File: src/hw/rtl/lea_pkg.sv
package lea_pkg;

  // round-key store geometry: six key words per round, one bank per word slot
  localparam int KEY_STORE_WORDS = 192;
  localparam int KEYS_PER_ROUND  = 6;
  localparam int KEY_ROWS        = (KEY_STORE_WORDS + KEYS_PER_ROUND - 1) / KEYS_PER_ROUND;
  localparam int ROW_AW          = $clog2(KEY_ROWS);
  localparam int KSUM_W          = 9;

  // round counter and round-count register
  localparam int RND_W = 5;
  localparam int RC_W  = 6;
  localparam logic [RC_W-1:0]  RC_RESET = 6'd24;
  localparam logic [RC_W-1:0]  RC_MID   = 6'd24;
  localparam logic [RC_W-1:0]  RC_HIGH  = 6'd28;
  localparam logic [RND_W-1:0] LAST_24  = 5'd23;
  localparam logic [RND_W-1:0] LAST_28  = 5'd27;
  localparam logic [RND_W-1:0] LAST_32  = 5'd31;

  typedef enum logic [1:0] {
    ACT_LOAD = 2'd0,
    ACT_ENC  = 2'd1,
    ACT_DEC  = 2'd2
  } action_t;

  typedef logic [31:0] word_t;
  typedef word_t [3:0] block_t;
  typedef word_t [KEYS_PER_ROUND-1:0] key_row_t;

  typedef struct packed {
    action_t     action;
    logic [7:0]  key_index;
    word_t       key_word;
    word_t       block_word0;
    word_t       block_word1;
    word_t       block_word2;
    word_t       block_word3;
  } in_item_t;

  typedef struct packed {
    word_t result_word0;
    word_t result_word1;
    word_t result_word2;
    word_t result_word3;
  } out_item_t;

  // key store write request
  typedef struct packed {
    logic       en;
    logic [7:0] index;
    word_t      data;
  } key_wr_t;

  // index of the last round for a round-count register value
  function automatic logic [RND_W-1:0] last_round(input logic [RC_W-1:0] rc);
    logic [RND_W-1:0] res;
    if (rc > RC_HIGH) begin
      res = LAST_32;
    end else if (rc > RC_MID) begin
      res = LAST_28;
    end else begin
      res = LAST_24;
    end
    return res;
  endfunction

endpackage

File: src/hw/rtl/lea_round.sv
module lea_round (
  input  logic               dec,
  input  lea_pkg::block_t    x,
  input  lea_pkg::key_row_t  rk,
  output lea_pkg::block_t    y
);

  lea_pkg::word_t e0, e1, e2;
  lea_pkg::word_t p1, p2, p3;
  lea_pkg::word_t s0, s1, s2;

  // encrypt: three independent add-xor mixes
  assign s0 = (x[0] ^ rk[0]) + (x[1] ^ rk[1]);
  assign s1 = (x[1] ^ rk[2]) + (x[2] ^ rk[3]);
  assign s2 = (x[2] ^ rk[4]) + (x[3] ^ rk[5]);
  assign e0 = {s0[22:0], s0[31:23]};
  assign e1 = {s1[4:0],  s1[31:5]};
  assign e2 = {s2[2:0],  s2[31:3]};

  // decrypt: chained subtract-xor, each word needs the one before
  assign p1 = ({x[0][8:0],  x[0][31:9]}  - (x[3] ^ rk[0])) ^ rk[1];
  assign p2 = ({x[1][26:0], x[1][31:27]} - (p1   ^ rk[2])) ^ rk[3];
  assign p3 = ({x[2][28:0], x[2][31:29]} - (p2   ^ rk[4])) ^ rk[5];

  always_comb begin
    if (dec) begin
      y[0] = x[3];
      y[1] = p1;
      y[2] = p2;
      y[3] = p3;
    end else begin
      y[0] = e0;
      y[1] = e1;
      y[2] = e2;
      y[3] = x[0];
    end
  end

endmodule

File: config.mk
export PLATFORM = sky130hd
export DESIGN_NAME = lea_round
export DESIGN_NICKNAME = d
export VERILOG_FILES = /design/src/hw/rtl/lea_pkg.sv /design/src/hw/rtl/lea_round.sv
export SDC_FILE = /design/constraint.sdc
export NUM_CORES = 1
export LEC_CHECK = 0
export BUFFER_PORTS_ARGS = -buffer_cell sky130_fd_sc_hd__buf_2
export CORE_AREA = 4 4 173 175
export DETAILED_ROUTE_END_ITERATION = 16
export DIE_AREA = 0 0 177 179
export GPL_ROUTABILITY_DRIVEN = 0
export PLACE_DENSITY_LB_ADDON = 0.12
export SLEW_MARGIN = 10
export SYNTH_ARGS = -nofsm -noshare
export SYNTH_HDL_FRONTEND = slang
export SYNTH_SLANG_ARGS = --single-unit
File: constraint.sdc
create_clock -name vclk -period 16.5
set_input_delay 0 -clock vclk [all_inputs]
set_output_delay 0 -clock vclk [all_outputs]
set_load 0.01 [all_outputs]
==> Word level (Yosys, flattened, before mapping) <==
Cells that the tools add are included.
{ "classes": {"n_addsub": 6, "mul": 0, "n_div": 0, "magnitude_cmp": 0, "eq_ne": 0, "n_shift": 0, "muxes": 1, "n_bitwise": 12, "n_reduce_logical": 0} }
{ "ops": {"columns": ["operator", "n"], "rows": [
  ["bitwise XOR 32 bit", 12],
  ["2-to-1 mux 128 bit", 1],
  ["adder 32 bit", 3],
  ["subtractor 32 bit", 3]
]} }
{ "word_totals": {"reg_bits": 0, "latch_bits": 0, "ram_bits": 0, "romBits": 0, "out_inout_bits": 128, "elab_cells": 19, "memories": 0} }

==> Depth between registers and ports, before layout <==
{ "logic_depth": {"word_depth": 10, "depth_mapped": 32} }

==> Least setup slack after synthesis <==
No wires, ideal clock.
{ "synth_path": {"kind": "input to output", "startpoint": "input port rk[0] in the netlist's numbering", "endpoint": "output port y[127] in the netlist's numbering", "arrival_ns": 5.609, "required_time_ns": 16.500, "setup_slack_ns": 10.891, "path_stages": 29, "path_cell_list": "xor2_1 > ha_1 > fa_1 > nor2b_1 > o21ai_0 > nand2b_1 > xnor2_1 > xnor2_1 > ha_1 > a21oi_1 > nor2b_1 > a311o_1 > a2111oi_4 > o31ai_2 > a21o_1 > a211oi_1 > o21ai_0 > xnor2_1 > xnor2_1 > ha_1 > nand4_1 > a211o_1 > a211oi_1 > nor3_1 > nor3_1 > a211oi_1 > xnor2_1 > xnor2_1 > mux2_2"} }
{ "synth_lines": {"columns": ["item", "line", "source"], "rows": [
  ["start: declaration", "lea_round.sv:4", "input lea_pkg::key_row_t rk,"],
  ["end: declaration", "lea_round.sv:5", "output lea_pkg::block_t y"]
]} }

==> flow_summary.json <==
{
  "finalCriticalPeriod_ns": 7.50,
  "vias": 15923,
  "tightest_slew_ns": 1.16,
  "die_h_um": 179,
  "slew_headroom": 0.214,
  "seq_area_um2": 0,
  "finalSetupTns_ns": 0,
  "ant_nets": 0,
  "finalHoldViolCount": 0,
  "min_from": "x[106]",
  "ys.warnings.count": 0,
  "firstDrtPassIters": 7,
  "clock_buffers": 0,
  "met3WireLength_mm": 6.48,
  "holdCritPathClass": "input port to output port",
  "yosysSeqAreaShare": 0,
  "dp_slack_ns": 9.23,
  "crit_top_cell": "xnor2_1",
  "io_buffers": 449,
  "grt_use_total": 0.370,
  "crit_arrival_ns": 7.50,
  "crit_path_max_fanout": 6,
  "setup_violations": 0,
  "wl_per_cell_um": 23.4,
  "post_cts_buffers": 0,
  "cp.required_ns": 16.50,
  "rsz0062_at_grt": "no",
  "maxCapViolations": 0,
  "ir_drop_v": 0.0000809,
  "hold_buffers": 0,
  "status": "finished clean",
  "cts.repair.resized": 0,
  "report.final.slew_viol_count": 0,
  "p_per_area_nw_per_um2": 157,
  "fin_nets": 2810,
  "wl_met1_mm": 25.5,
  "dieArea_um2": 31700,
  "fp.dieW_um": 177,
  "path_delay_family": "compound AO/OA/AOI/OAI gates",
  "critPathCaptureType": "output port",
  "syn_area_per_cell_um2": 7.22,
  "vias_per_cell": 5.93,
  "wl_met2_mm": 27.4,
  "grt_pass1_wl_mm": 89.5,
  "first_global_vias": 15053,
  "syn_nets": 2386,
  "fin_ws_ns": 9.00,
  "nFillCells": 2925,
  "fmax_mhz": 133,
  "grt_max_degree": 114,
  "antenna_found_initial": 8,
  "drc": 0,
  "wirelength_mm": 62.8,
  "critPathSlowestCell": "o41ai_1",
  "dr.first_iter.drc_count": 1515,
  "drive_above_1_share": 0.211,
  "cp_num_buf_inv": 2,
  "seq_cell_count": 0,
  "core_um2": 28500,
  "initial_utilization": 0.475,
  "critPathLaunchType": "input port",
  "crit_path_max_incr_delay_ns": 0.96,
  "areaGrowthSynthToFinish_pct": 19.7,
  "synth_cell_type_count": 68,
  "syn_inst": 1873,
  "startpoint": "x[96]",
  "p_leak_nw": 7.79,
  "grt-ovfl-total": 0,
  "synth_area_um2": 13500,
  "finalCritPeriodShare": 0.455,
  "dr.max_layer_used": "met5",
  "pin_count": 449,
  "path_class": "input port to output port",
  "num_rows": 62,
  "dp_hpwl_mm": 55.2
}
==> tightest hold or removal path: cells and delay by family <==
family          cells  cell delay (ns)
buf+inv             2             0.26
compound gates      1             0.06
simple gates        1             0.05
==> through the flow <==
step           area (um^2)  std cells  hold WS [ns]  utilization  total power, mW
4_1_cts              16200       2679         0.371        0.568             2.50
6_report             16200       2686         0.365        0.569             2.55
2_1_floorplan        13500       1873         0.111            -             1.77
3_5_place_dp         16200       2679         0.368        0.568             2.48
5_1_grt              16200       2685         0.389        0.569             2.75
3_3_place_gp         16200       2679         0.356        0.568             2.46
==> final timing paths <==
| kind | cells after the start | to | slack, ns |
|---|---|---|---|
| min | 4 | y[10] | 0.36 |
| max | 31 | y[127] | 9.00 |
==> kinds of logic after synthesis <==
family / Yosys count / share of synthesized area
AND/OR/NAND/NOR: 463 / 0.158
AO/OA/AOI/OAI: 571 / 0.269
adder cells (fa/ha/maj): 192 / 0.181
buffers and inverters: 82 / 0.0228
multiplexers: 14 / 0.0113
XOR/XNOR: 551 / 0.358
==> power by group <==
| group | internal (mW) | leakage (nW) | switching, mW |
|---|---|---|---|
| clock | 0.0000000568 | 0.0000444 | 0 |
| sequential | 0 | 0 | 0 |
| combinational | 1.08 | 7.79 | 1.47 |
==> placed cells by master, fill, tap and decap left out, types with 11 or more instances in the layout <==
master,instances
o211ai_1,12
o21a_1,35
o21ai_0,127
nor2b_1,22
inv_1,49
and3_1,14
xnor2_1,267
nand2b_1,22
a21oi_1,184
xor2_1,283
or3_1,18
buf_2,448
a21o_1,77
nand2_1,151
nor3_1,31
nand3_1,38
o31ai_1,19
nand4_1,11
ha_1,186
o21bai_1,14
and2_1,12
a31oi_1,12
nor2_1,124
a211oi_1,18
==> synth_stat cells (all sizes together), types with 6 or more instances <==
cell type,n,area (um^2)
o31ai,20,155
xnor2,267,2340
or3,18,113
o21ai,129,646
nand3,38,190
and3,14,87.6
o21a,35,263
o21bai,14,105
nor4,7,43.8
nand2b,22,138
clkbuf,27,101
a31oi,12,75.1
a211oi,19,148
nor3,32,165
a21o,77,578
a211o,7,61.3
mux2,10,113
a21oi,184,921
xor2,283,2480
nand4,11,68.8
a21boi,9,67.6
nor2,124,465
o211ai,12,90.1
nor2b,22,138
nand2,151,567
ha,186,2330
inv,50,188
fa,6,120
and2,12,75.1
==> cell type report <==
| class | instances | area [um^2] | area share |
|---|---|---|---|
| well taps | 384 | 480 | 0.0297 |
| diodes | 7 | 17.5 | 0.00108 |
| repair buffers | 454 | 2290 | 0.142 |
| multi-input cells | 1791 | 13200 | 0.816 |
| inverters | 50 | 188 | 0.0116 |
==> routing by layer <==
metal  global-route usage  vias up
li1                     -     7539
met1                0.488     7302
met2                0.593      910
met3               0.0612      168
met4                0.163        4
met5                    0        -
Note: power is estimated with default switching activity, not from simulation.
